$ cat config.mk
export PLATFORM = sky130hd
export DESIGN_NAME = uart_receiver_line_end
export DESIGN_NICKNAME = d
export VERILOG_FILES = /design/src/hdl/uartrx_pkg.sv /design/src/hdl/uartrx_core.sv /design/src/hdl/uart_receiver_line_end.sv
export SDC_FILE = /design/constraint.sdc
export NUM_CORES = 1
export LEC_CHECK = 0
export BUFFER_PORTS_ARGS = -buffer_cell sky130_fd_sc_hd__buf_2
export CAP_MARGIN = 10
export CORE_ASPECT_RATIO = 1.5
export CORE_MARGIN = 3
export CORE_UTILIZATION = 45
export DETAILED_ROUTE_END_ITERATION = 8
export GPL_ROUTABILITY_DRIVEN = 0
export SLEW_MARGIN = 40
export SYNTH_ARGS = -nofsm -noshare
export SYNTH_HDL_FRONTEND = slang
export SYNTH_SLANG_ARGS = --single-unit
$ cat constraint.sdc
create_clock -name clk -period 9.3 [get_ports clk]
set_input_delay 2.79 -clock clk [delete_from_list [all_inputs] [get_ports clk]]
set_output_delay 2.79 -clock clk [all_outputs]
set_load 0.1 [all_outputs]
$ cat src/hdl/uartrx_pkg.sv
// shared types and constants for the serial receiver with line-end detection
package uartrx_pkg;

    typedef enum logic [1:0] {
        PH_IDLE,
        PH_FIRST,
        PH_DATA,
        PH_STOP
    } phase_t;

    typedef struct packed {
        logic       valid;
        logic [7:0] data;
        logic       line_end;
    } rx_result_t;

    localparam int unsigned PERIOD_W = 16;
    localparam int unsigned NBITS_W  = 4;
    localparam int unsigned TICK_W   = 17;

    localparam logic [TICK_W-1:0]   TICK_MAX       = 17'h1FFFF;
    localparam logic [7:0]          CHAR_CR        = 8'h0D;
    localparam logic [7:0]          CHAR_LF        = 8'h0A;
    localparam logic                REG_BIT_PERIOD = 1'b0;
    localparam logic                REG_DATA_BITS  = 1'b1;
    localparam logic [PERIOD_W-1:0] BIT_PERIOD_RST = 16'd434;
    localparam logic [NBITS_W-1:0]  DATA_BITS_RST  = 4'd8;

endpackage

$ cat src/hdl/uartrx_core.sv
// receive state machine: one line sample per step, optional character result
module uartrx_core
    import uartrx_pkg::*;
(
    input  logic                clk,
    input  logic                rst_n,
    input  logic                step,
    input  logic                level,
    input  logic [PERIOD_W-1:0] bit_period,
    input  logic [NBITS_W-1:0]  data_bits,
    output rx_result_t          result
);

    phase_t              phase_reg, phase_next;
    logic [TICK_W-1:0]   tick_reg, tick_next;
    logic [NBITS_W-1:0]  idx_reg, idx_next;
    logic [7:0]          shift_reg, shift_next;
    logic [7:0]          prev_reg, prev_next;
    logic                prev_valid_reg, prev_valid_next;

    logic [TICK_W-1:0]   first_wait;
    logic [TICK_W-1:0]   period_ext;
    logic [NBITS_W-1:0]  need;
    logic                done;
    logic                is_end;

    assign first_wait = {1'b0, bit_period} + {2'b00, bit_period[PERIOD_W-1:1]};
    assign period_ext = {1'b0, bit_period};
    assign need       = (data_bits == '0) ? NBITS_W'(1) : data_bits;

    always_comb
    begin
        phase_next      = phase_reg;
        tick_next       = tick_reg;
        idx_next        = idx_reg;
        shift_next      = shift_reg;
        prev_next       = prev_reg;
        prev_valid_next = prev_valid_reg;
        done            = 1'b0;
        is_end          = 1'b0;
        result          = '0;

        if (phase_next != PH_IDLE && tick_next != TICK_MAX)
        begin
            tick_next = tick_next + 1'b1;
        end

        if (phase_next == PH_FIRST && tick_next >= first_wait)
        begin
            phase_next = PH_DATA;
        end

        if (phase_next == PH_DATA && tick_next >= period_ext)
        begin
            if (!idx_next[NBITS_W-1])
            begin
                shift_next[idx_next[2:0]] = shift_next[idx_next[2:0]] | level;
            end
            idx_next  = idx_next + 1'b1;
            tick_next = '0;
            if (idx_next >= need)
            begin
                is_end          = prev_valid_reg && prev_reg == CHAR_CR
                                  && shift_next == CHAR_LF;
                result.valid    = 1'b1;
                result.data     = shift_next;
                result.line_end = is_end;
                done            = 1'b1;
                idx_next        = '0;
                if (is_end)
                begin
                    prev_next       = '0;
                    prev_valid_next = 1'b0;
                    phase_next      = PH_IDLE;
                end
                else
                begin
                    prev_next       = shift_next;
                    prev_valid_next = 1'b1;
                    phase_next      = PH_STOP;
                end
                shift_next = '0;
            end
        end

        if (!done)
        begin
            if (phase_next == PH_STOP && tick_next >= period_ext)
            begin
                phase_next = PH_IDLE;
            end
            if (phase_next == PH_IDLE && !level)
            begin
                phase_next = PH_FIRST;
                tick_next  = '0;
                idx_next   = '0;
                shift_next = '0;
            end
        end
    end

    always_ff @(posedge clk or negedge rst_n)
    begin
        if (!rst_n)
        begin
            phase_reg      <= PH_IDLE;
            tick_reg       <= '0;
            idx_reg        <= '0;
            shift_reg      <= '0;
            prev_reg       <= '0;
            prev_valid_reg <= 1'b0;
        end
        else if (step)
        begin
            phase_reg      <= phase_next;
            tick_reg       <= tick_next;
            idx_reg        <= idx_next;
            shift_reg      <= shift_next;
            prev_reg       <= prev_next;
            prev_valid_reg <= prev_valid_next;
        end
    end

endmodule

$ cat src/hdl/uart_receiver_line_end.sv
// top level: line sample stream in, received character stream out, config port
//
// channel   dir  tdata                     tlast      tuser
// s_axis    in   [0] rx_level, [7:1] zero  -          -
// m_axis    out  [7:0] rx_byte             line_end   -
// cfg       in   index 0 bit_period[15:0], index 1 data_bits[3:0]
//
// one sample transaction per cycle while the output is not stalled
// a sample is held in the input register, its character (if any) is
// registered into the output register when the core consumes the sample
// reset clears receiver state and restores bit_period 434, data_bits 8
// s_axis_tready drops only while a sample is held and the output is stalled
module uart_receiver_line_end
    import uartrx_pkg::*;
(
    input  logic                clk,
    input  logic                rst_n,
    input  logic                s_axis_tvalid,
    output logic                s_axis_tready,
    input  logic [7:0]          s_axis_tdata,   // [0] rx_level
    output logic                m_axis_tvalid,
    input  logic                m_axis_tready,
    output logic [7:0]          m_axis_tdata,   // [7:0] rx_byte
    output logic                m_axis_tlast,   // line_end
    input  logic                cfg_we,
    input  logic                cfg_index,
    input  logic [PERIOD_W-1:0] cfg_wdata
);

    logic                in_valid_reg;
    logic                in_level_reg;
    logic                out_valid_reg;
    logic [7:0]          out_data_reg;
    logic                out_last_reg;
    logic [PERIOD_W-1:0] bit_period_reg;
    logic [NBITS_W-1:0]  data_bits_reg;
    logic                out_free;
    logic                consume;
    rx_result_t          result;

    assign out_free      = !out_valid_reg || m_axis_tready;
    assign consume       = in_valid_reg && out_free;
    assign s_axis_tready = !in_valid_reg || out_free;

    assign m_axis_tvalid = out_valid_reg;
    assign m_axis_tdata  = out_data_reg;
    assign m_axis_tlast  = out_last_reg;

    always_ff @(posedge clk or negedge rst_n)
    begin
        if (!rst_n)
        begin
            bit_period_reg <= BIT_PERIOD_RST;
            data_bits_reg  <= DATA_BITS_RST;
        end
        else if (cfg_we)
        begin
            case (cfg_index)
                REG_BIT_PERIOD: bit_period_reg <= cfg_wdata;
                REG_DATA_BITS:  data_bits_reg  <= cfg_wdata[NBITS_W-1:0];
                default:        bit_period_reg <= bit_period_reg;
            endcase
        end
    end

    always_ff @(posedge clk or negedge rst_n)
    begin
        if (!rst_n)
        begin
            in_valid_reg <= 1'b0;
        end
        else if (s_axis_tready)
        begin
            in_valid_reg <= s_axis_tvalid;
        end
    end

    always_ff @(posedge clk)
    begin
        if (s_axis_tready && s_axis_tvalid)
        begin
            in_level_reg <= s_axis_tdata[0];
        end
    end

    uartrx_core u_core
    (
        .clk        (clk),
        .rst_n      (rst_n),
        .step       (consume),
        .level      (in_level_reg),
        .bit_period (bit_period_reg),
        .data_bits  (data_bits_reg),
        .result     (result)
    );

    always_ff @(posedge clk or negedge rst_n)
    begin
        if (!rst_n)
        begin
            out_valid_reg <= 1'b0;
        end
        else if (consume && result.valid)
        begin
            out_valid_reg <= 1'b1;
        end
        else if (m_axis_tready)
        begin
            out_valid_reg <= 1'b0;
        end
    end

    always_ff @(posedge clk)
    begin
        if (consume && result.valid)
        begin
            out_data_reg <= result.data;
            out_last_reg <= result.line_end;
        end
    end

    a_line_end_is_lf: assert property (@(posedge clk) disable iff (!rst_n)
        m_axis_tvalid && m_axis_tlast |-> m_axis_tdata == CHAR_LF)
        else $error("line end flagged on a character other than LF");

    a_ready_only_on_stall: assert property (@(posedge clk) disable iff (!rst_n)
        !s_axis_tready |-> m_axis_tvalid && !m_axis_tready)
        else $error("input stalled without an output stall");

    a_result_from_sample: assert property (@(posedge clk) disable iff (!rst_n)
        $rose(m_axis_tvalid) |-> $past(in_valid_reg))
        else $error("character produced without a held sample");

endmodule

* After elaboration in Yosys (flattened, before gate mapping) *
Index checks and enable logic that the tools add are counted.

operators by class
  add/subtract/negate cells = 3
  $lt $le $gt $ge = 6
  eq/ne operators = 6
  multiplexer cells = 36
  bitwise logic cells = 2
  reductions and logical operators = 24

operator list
  operator                 number
  $mux W17                 4
  $mux W8                  7
  $ge A17 B16 Y1           2
  $mux W10                 2
  $mux W4                  5
  $add A16 B15 Y17         1
  $add A17 B1 Y17 const B  1
  $ge A17 B17 Y1           1
  $ne A17 B17 Y1 const B   1
  $eq A8 B4 Y1 const B     2
  $mux W2                  8
  $logic_and A1 B1 Y1      11
  $bwmux W8                1
  $mux W1                  7
  $reduce_and A2 Y1        3
  $add A4 B1 Y4 const B    1
  $eq A2 B2 Y1 const B     2
  $ge A4 B4 Y1             1
  $logic_not A4 Y1         1
  $lt A3 B4 Y1 const B     1
  $reduce_bool A2 Y1       2
  $bmux W1 S3              1
  $demux W1 S3             1
  $ge A3 B1 Y1 const B     1
  7 further kinds          10

storage, ports and cells
  bits in registers = 72
  output and inout port bits = 11
  word-level logic and storage cells = 90

* Longest topological paths before layout *
Gate-level depths: netlist (run 1).

  word-level depth = 22
  gate-level depth with buffers = 33
  depth with buffers taken out = 29

* By module *
From an unflattened synthesis (run 1), not the netlist that was laid out.

second synthesis, totals
  cell total of the unflattened synthesis = 590
  area, all modules = 5736.8 um^2

by module, submodules not included
  module                  instances  cells each  area an instance (um^2)
  uartrx_core             1          526         4520.6
  uart_receiver_line_end  1          64          1216.2

* Least setup slack after synthesis (run 1) *
Ideal clock, no wire load.

  path type = register -> register
  start = register u_core.tick_reg[5]
  end = register u_core.tick_reg[16]
  data arrival time = 6670 ps
  data required time = 9204 ps
  setup slack = 2534 ps
  cell stages (with the launch flop) = 34
  path buffers = 4
  cell sequence = dfrtp_1 > and3_1 > and2_1 > nand2_1 > nor4_1 > ha_1 > o21bai_1 > nor3_1 > and2_0 > clkbuf_1 > nand3_1 > or2_2 > nor2_1 > xnor2_1 > inv_1 > ha_1 > nand4_1 > or3_1 > nand2b_1 > o211ai_1 > o21ai_1 > clkbuf_1 > and2_1 > ha_1 > a21o_1 > a21o_1 > a21oi_1 > o31a_1 > o221ai_1 > nand4b_1 > clkbuf_1 > nand3_1 > clkbuf_1 > o31ai_1

on the way
  cells in the longest elaborated chain, start to end = 17

RTL lines
  what                                                     RTL line            RTL
  start, declared                                          uartrx_core.sv:15   logic [TICK_W-1:0] tick_reg, tick_next;
  start signal, assigned                                   uartrx_core.sv:116  tick_reg <= tick_next;
  branches (longest 2 deep; another with $add A17 B1 Y17)  --
  $mux W17 *                                               uartrx_core.sv:43   if (phase_next != PH_IDLE && tick_next != TICK_MAX)
  $ge A17 B17 Y1                                           uartrx_core.sv:48   if (phase_next == PH_FIRST && tick_next >= first_wait)
  $logic_and A1 B1 Y1                                      uartrx_core.sv:48
  $mux W2                                                  uartrx_core.sv:48
  $eq A2 B2 Y1                                             uartrx_core.sv:53   if (phase_next == PH_DATA && tick_next >= period_ext)
  $logic_and A1 B1 Y1                                      uartrx_core.sv:53
  $mux W17 / $mux W2 (equally long branches)               uartrx_core.sv:53
  $ge A17 B16 Y1 / $eq A2 B2 Y1 (equally long branches)    uartrx_core.sv:88   if (phase_next == PH_STOP && tick_next >= period_ext)
  $logic_and A1 B1 Y1                                      uartrx_core.sv:88
  $mux W2                                                  uartrx_core.sv:88
  $mux W2                                                  uartrx_core.sv:86   if (!done)
  $logic_not A2 Y1                                         uartrx_core.sv:92   if (phase_next == PH_IDLE && !level)
  $logic_and A1 B1 Y1                                      uartrx_core.sv:92
  $mux W17                                                 uartrx_core.sv:92
  $mux W17 *                                               uartrx_core.sv:86

Every way passes the cells marked *. The select of a mux whose other input is x is not followed.
A chain may end at the register's enable or synchronous reset.

* Worst setup path after layout (run 1) *
  start = register u_core.tick_reg[5]
  end = register u_core.idx_reg[2]

on the way
  cells in the longest elaborated chain, start to end = 17

RTL lines
  what                                                     RTL line            RTL
  branches (longest 2 deep; another with $add A17 B1 Y17)  --
  $mux W17 *                                               uartrx_core.sv:43
  $ge A17 B17 Y1                                           uartrx_core.sv:48
  $logic_and A1 B1 Y1                                      uartrx_core.sv:48
  $mux W2                                                  uartrx_core.sv:48
  $eq A2 B2 Y1                                             uartrx_core.sv:53
  $logic_and A1 B1 Y1                                      uartrx_core.sv:53
  $mux W17 / $mux W2 (equally long branches)               uartrx_core.sv:53
  $ge A17 B16 Y1 / $eq A2 B2 Y1 (equally long branches)    uartrx_core.sv:88
  $logic_and A1 B1 Y1                                      uartrx_core.sv:88
  $mux W2                                                  uartrx_core.sv:88
  $mux W2                                                  uartrx_core.sv:86
  $logic_not A2 Y1                                         uartrx_core.sv:92
  $logic_and A1 B1 Y1                                      uartrx_core.sv:92
  $mux W4                                                  uartrx_core.sv:92
  $mux W4 *                                                uartrx_core.sv:86
  end signal, assigned                                     uartrx_core.sv:117  idx_reg <= idx_next;
  end, declared                                            uartrx_core.sv:16   logic [NBITS_W-1:0] idx_reg, idx_next;

Marks and branches as above.

==> results.md, run 1 <==
- Final cell count without fillers: 823
- First-pass GRT wire length: 22,970 microns
- # DRC: 0
- FMAX: 125.2 MHz
- Worst-path maximum fanout: 11
- Sequential-to-total area share from yosys stat: 33.25%
- Placed Cells: 807
- WHS Path Cells: 1
- Reg2Reg Capture Point: u_core.idx_reg[2]
- Critical Path RT: 9.49 ns
- Clk sinks: 72
- Yosys reg bits: 72
- Hold Vio Cnt, Final: 0
- FF-to-FF path depth: 29
- Initial Utilization: 46.30%
- Leading area contributor after synthesis: dfrtp_1
- CP Launch Type: flop
- RSZ-0062 raised after global routing: no
- Share of the synthesized area in the top cell type: 25.06%
- Max incr delay on CP: 0.68 ns
- Num CTS Buffers: 9
- Clk Latency, worst-skew pair: 0.34 ns
- Most used DFF post-synth: dfrtp_1
- GRT Total Usage: 20.67%
- H-tree depth: 3
- Most frequent cells in the layout: nand2_1 (75), ha_1 (72), dfrtp_1 (56)
- Hpwl dp: 10,580 microns
- Die H: 142.5 microns
- CP Capture Type: flop
- Multi-input gate area: 0.003456 sq mm
- Row cnt: 49
- Max-cap viol count: 0
- Fillcell total: 1,152
- Via Count: 4,717
- Cell Area, Synth: 0.005592 sq mm
- Vias in the first global route: 4,736
- Clock transition at the registers of the reported paths: 0.06 ns
- Setup TNS: 0 ns
- Grt total ovfl: 0
- Post-Syn Area per Cell: 8.806 sq um
- Initial antenna violation count: 0
- Final nets: 768
- Fin. max-slew vios: 0
- Static leakage: 0.002921 uW
- IO Pins: 41
- TritonCTS clock tree: done
- P&R area growth vs syn: 10.79%
- Largest register FFs: 17
- Cell mode on critical path: ha_1
- Period utilization: 85.90%
- Number of antenna diodes: 0
- Status: complete, no violations
- Final Critical Period: 7.989 ns
- Yosys warning count: 0
- Area of the core: 0.01208 sq mm
- Largest net degree at the start of global routing: 63
- 1st-pass router iterations: 4
- Postcts setup bufs: 0
- R2R Setup Slk: 1.31 ns
- Die Area: 0.01383 sq mm
- Resize count post-CTS: 0
- Slew margin rel.: 53.69%
- Routed WL: 13,860 microns
- Instance count of the mapped netlist: 635
- Commonest non-fill, non-tap cell in the layout: nand2_1
- Clk buf depth: 2
- RR Startpoint: u_core.tick_reg[5]
- Syn Nets: 738
- Distinct cells, synth: 61
- Register area: 0.001859 sq mm
- Top cells by area, synth: dfrtp_1 (25%), ha_1 (16%), edfxtp_1 (5.4%)
- WHS Endpoint: data_bits_reg[2]
- Fraction of registers with async set/reset: 86.11%
- Hold wc startpoint: data_bits_reg[2]
- Critical path class: reg2reg
- Final setup vio count: 0
- Power per standard cell area: 188.2 mW/mm^2
- WP data arrival: 8.17 ns
- Post-route antenna net violation count: 0
- DR WL/cell: 16.84 microns
- Vias per Instance: 5.731
- Place WS: 1.355 ns
- Slew @ Worst Pin: 0.6932 ns
- First DRT Iteration DRCs: 203
- Worst vdd ir: 0.00009300 V
- Die span in x: 97.02 microns
- CTS Hold Bufs: 0
- Clock Root Buffer: clkbuf_16
- Layout cell share with drive strength beyond 1: 12.99%
- Post-synth EDFFs: 10
- Final WS setup: 1.311 ns
- Port Buffers: 33
- Worst Hold Class: reg2reg
- Crit-path slowest cell: nand3_1
- Worst clock skew: 0.008217 ns
==> layout make-up <==
type	instances	share of cell area [%]
Tap cell	153	3.090
Sequential cell	72	30.01
Inverter	52	3.151
Multi-Input combinational cell	490	55.79
Timing Repair Buffer	40	3.575
Clock inverter	6	0.6867
Clock buffer	10	3.696
==> stage by stage <==
| stage | cell area (sq um) | utilization, % | hold WS, ns | total power, uW |
|---|---|---|---|---|
| detailed placement | 5919 | 49.01 | 0.4961 | 844.7 |
| floorplan | 5592 | - | 0.4675 | 724.5 |
| finish | 6195 | 51.29 | 0.5095 | 1166 |
| global route | 6195 | 51.29 | 0.5348 | 1252 |
| global placement | 5914 | 48.97 | 0.4835 | 824.0 |
| CTS | 6191 | 51.26 | 0.5112 | 1175 |
==> power by group <==
part           switching [uW]  leakage, uW  internal, uW
logic                     255      0.00188           184
clock network             145     0.000129           182
registers                42.4     0.000915           357
==> routing by layer <==
metal	part of all wire (%)	track usage (%)	vias to the layer above
li1	-	-	2352
met1	39	22.14	2238
met2	54	38.94	88
met3	2.8	2.697	39
met4	4.2	11.46	0
met5	0	0	-
==> critical path, delay by kind of cell, from the launching register on <==
| kind | cells | cell delay [ns] |
|---|---|---|
| XOR/XNOR | 1 | 0.20 |
| adder cells (fa/ha/maj) | 3 | 0.82 |
| AO/OA/AOI/OAI | 7 | 1.89 |
| flip-flops | 1 | 0.41 |
| AND/OR/NAND/NOR | 17 | 4.38 |
| buffers and inverters | 1 | 0.13 |
==> cell usage after synthesis, types with 4 or more instances <==
| library cell | count |
|---|---|
| nand2_1 | 75 |
| ha_1 | 72 |
| dfrtp_1 | 56 |
| inv_1 | 52 |
| o21ai_0 | 45 |
| a21oi_1 | 36 |
| nor2_1 | 33 |
| clkbuf_1 | 18 |
| nand3_1 | 16 |
| xnor2_1 | 16 |
| nor3_1 | 14 |
| mux2_2 | 13 |
| a21o_1 | 12 |
| nand4_1 | 12 |
| o31ai_1 | 12 |
| and2_1 | 11 |
| nand2b_1 | 11 |
| nor2b_1 | 11 |
| edfxtp_1 | 10 |
| xor2_1 | 10 |
| a41oi_1 | 9 |
| o22ai_1 | 8 |
| dfstp_2 | 6 |
| a211oi_1 | 5 |
| nor4_1 | 5 |
| a31oi_1 | 4 |
| o21bai_1 | 4 |
| or2_2 | 4 |
==> cell families after synthesis <==
logic type      after synthesis  share of synthesized area, %
xor+xnor                     26                         4.072
compound gates              161                         18.37
flops                        72                         33.25
buf+inv                      73                         5.079
mux                          17                         3.849
simple gates                213                         18.91
fa+ha+maj                    73                         16.47
==> how the worst max path moves through the flow <==
stage / from / to / depth (start not counted)
2_1_floorplan: u_core.tick_reg[5] / u_core.tick_reg[16] / 33
6_report: u_core.tick_reg[5] / u_core.idx_reg[2] / 29
5_1_grt: u_core.tick_reg[5] / u_core.tick_reg[4] / 29
3_3_place_gp: u_core.tick_reg[5] / u_core.idx_reg[2] / 29
3_5_place_dp: u_core.tick_reg[5] / u_core.idx_reg[2] / 29
4_1_cts: u_core.tick_reg[5] / u_core.idx_reg[2] / 29
Power figures use the tool's default switching activity.
==> inputs of run 2 (changes only) <==
- CTS_BUF_LIST: default -> sky130_fd_sc_hd__clkbuf_4
- clock period: 9.3 -> 9.8 ns (I/O delays scaled with it)
==> run 2 against run 1 <==
Compared with the run above: flip-flop and latch count did not move; core utilization fell by 0.85 points; die area did not move; cell area fell by 1.7%; power fell by 12%; sequential share of layout area rose by 0.51 points; non-clock buffer count fell by 1; maximum frequency fell by 1.8%; highest routed layer unchanged; worst hold slack improved by 0.0063 ns; via count rose by 0.15%; first-iteration DRC count rose by 6.9%; register-to-register slack improved by 0.35 ns.
==> results.md, run 2 (same netlist as run 1, synthesis figures left out) <==
- Slew margin rel.: 52.09%
- GRT Total Usage: 20.63%
- CP Capture Type: flop
- Clk Latency, worst-skew pair: 0.45 ns
- CP delay by family, top: simple AND/OR/NAND/NOR gates
- Clock transition at the registers of the reported paths: 0.14 ns
- Worst clock skew: 0.02269 ns
- Clk sinks: 72
- CP Buf/Inv Count: 1
- Initial Utilization: 46.30%
- TritonCTS clock tree: done
- Hpwl dp: 10,630 microns
- Die Area: 0.01383 sq mm
- Area of the core: 0.01208 sq mm
- IO Pins: 41
- Status: complete, no violations
- Postcts setup bufs: 0
- Port Buffers: 33
- Layout cell share with drive strength beyond 1: 13.15%
- Die H: 142.5 microns
- Routed WL: 13,860 microns
- Largest register FFs: 17
- Worst Hold Class: reg2reg
- Hold Vio Cnt, Final: 0
- Final setup vio count: 0
- Max incr delay on CP: 0.71 ns
- Vias per Instance: 5.740
- Post-route total power: 1020 uW
- First DRT Iteration DRCs: 217
- H-tree depth: 3
- Cell mode on critical path: ha_1
- Power per standard cell area: 167.5 mW/mm^2
- FMAX: 122.9 MHz
- Crit-path slowest cell: a31oi_2
- Row cnt: 49
- Clock Root Buffer: clkbuf_4
- Critical Path RT: 10.10 ns
- Worst vdd ir: 0.00007261 V
- Max-cap viol count: 0
- CP Launch Type: flop
- Static leakage: 0.002877 uW
- Num CTS Buffers: 9
- Multi-input gate area: 0.003462 sq mm
- Place WS: 1.731 ns
- 1st-pass router iterations: 4
- Worst-path maximum fanout: 11
- Period utilization: 83.04%
- Fillcell total: 1,152
- WP data arrival: 8.44 ns
- Setup TNS: 0 ns
- CTS Hold Bufs: 0
- Resize count post-CTS: 0
- DR WL/cell: 16.84 microns
- Fin. max-slew vios: 0
- First-pass GRT wire length: 23,020 microns
- Largest net degree at the start of global routing: 63
- # DRC: 0
- Final nets: 767
- Final WS setup: 1.662 ns
- Register area: 0.001859 sq mm
- Die span in x: 97.02 microns
- Commonest non-fill, non-tap cell in the layout: nand2_1
- P&R area growth vs syn: 8.950%
- Via Count: 4,724
- Most frequent cells in the layout: nand2_1 (75), ha_1 (72), dfrtp_1 (56)
- RSZ-0062 raised after global routing: no
- Grt total ovfl: 0
- Vias in the first global route: 4,797
- Initial antenna violation count: 1
- Final Critical Period: 8.138 ns
- Post-route antenna net violation count: 0
- Clk buf depth: 2
- Critical path class: reg2reg
- Slew @ Worst Pin: 0.7171 ns
[run 2: worst paths after layout]
kind | cells after the start | endpoint | start | slack [ns]
worst max-delay path | 29 | u_core.shift_reg[0] | u_core.tick_reg[5] | 1.66
worst min-delay path | 2 | u_core.prev_reg[3] | u_core.prev_reg[3] | 0.52
worst max register to register | 29 | u_core.shift_reg[0] | u_core.tick_reg[5] | 1.66
worst min register to register | 2 | u_core.prev_reg[3] | u_core.prev_reg[3] | 0.52
max in group asynchronous | 2 | u_core.tick_reg[8] | rst_n | 6.82
min in group asynchronous | 2 | u_core.shift_reg[5] | rst_n | 2.54
[run 2: area by class of cell]
cell class	instances	area share (%)
inverter	52	3.204
multi-input combinational	490	56.83
clock inverter	7	1.643
antenna	1	0.04108
tap	153	3.142
timing repair buffer	39	3.512
sequential	72	30.52
clock buffer	9	1.109
[run 2: power by group]
part	switching, uW	internal, uW	total, uW
Clock	121	106	227
Combinational	241	174	415
Sequential	40.0	338	378
[run 2: stage by stage]
stage,utilization (%),area [sq um],hold slack [ns],instances
final,50.44,6092,0.5158,823
after global placement,48.91,5907,0.4840,806
after floorplan,-,5592,0.4675,635
after detailed placement,49.00,5918,0.4900,806
after global routing,50.44,6092,0.5520,823
after CTS,50.39,6086,0.5184,822
[run 2: worst reg2reg max path: cells and delay by family, from the launching register on]
family          cells  cell delay [ns]
buf+inv             1             0.13
xor+xnor            1             0.20
simple gates       16             3.78
compound gates      8             2.61
fa+ha+maj           3             0.83
flops               1             0.43
[run 2: routing by layer]
metal | part of all wire [%] | vias to the layer above | track usage (%)
li1 | - | 2353 | -
met1 | 40 | 2254 | 22.24
met2 | 54 | 92 | 39.30
met3 | 2.8 | 25 | 2.894
met4 | 3.0 | 0 | 9.911
met5 | 0 | - | 0
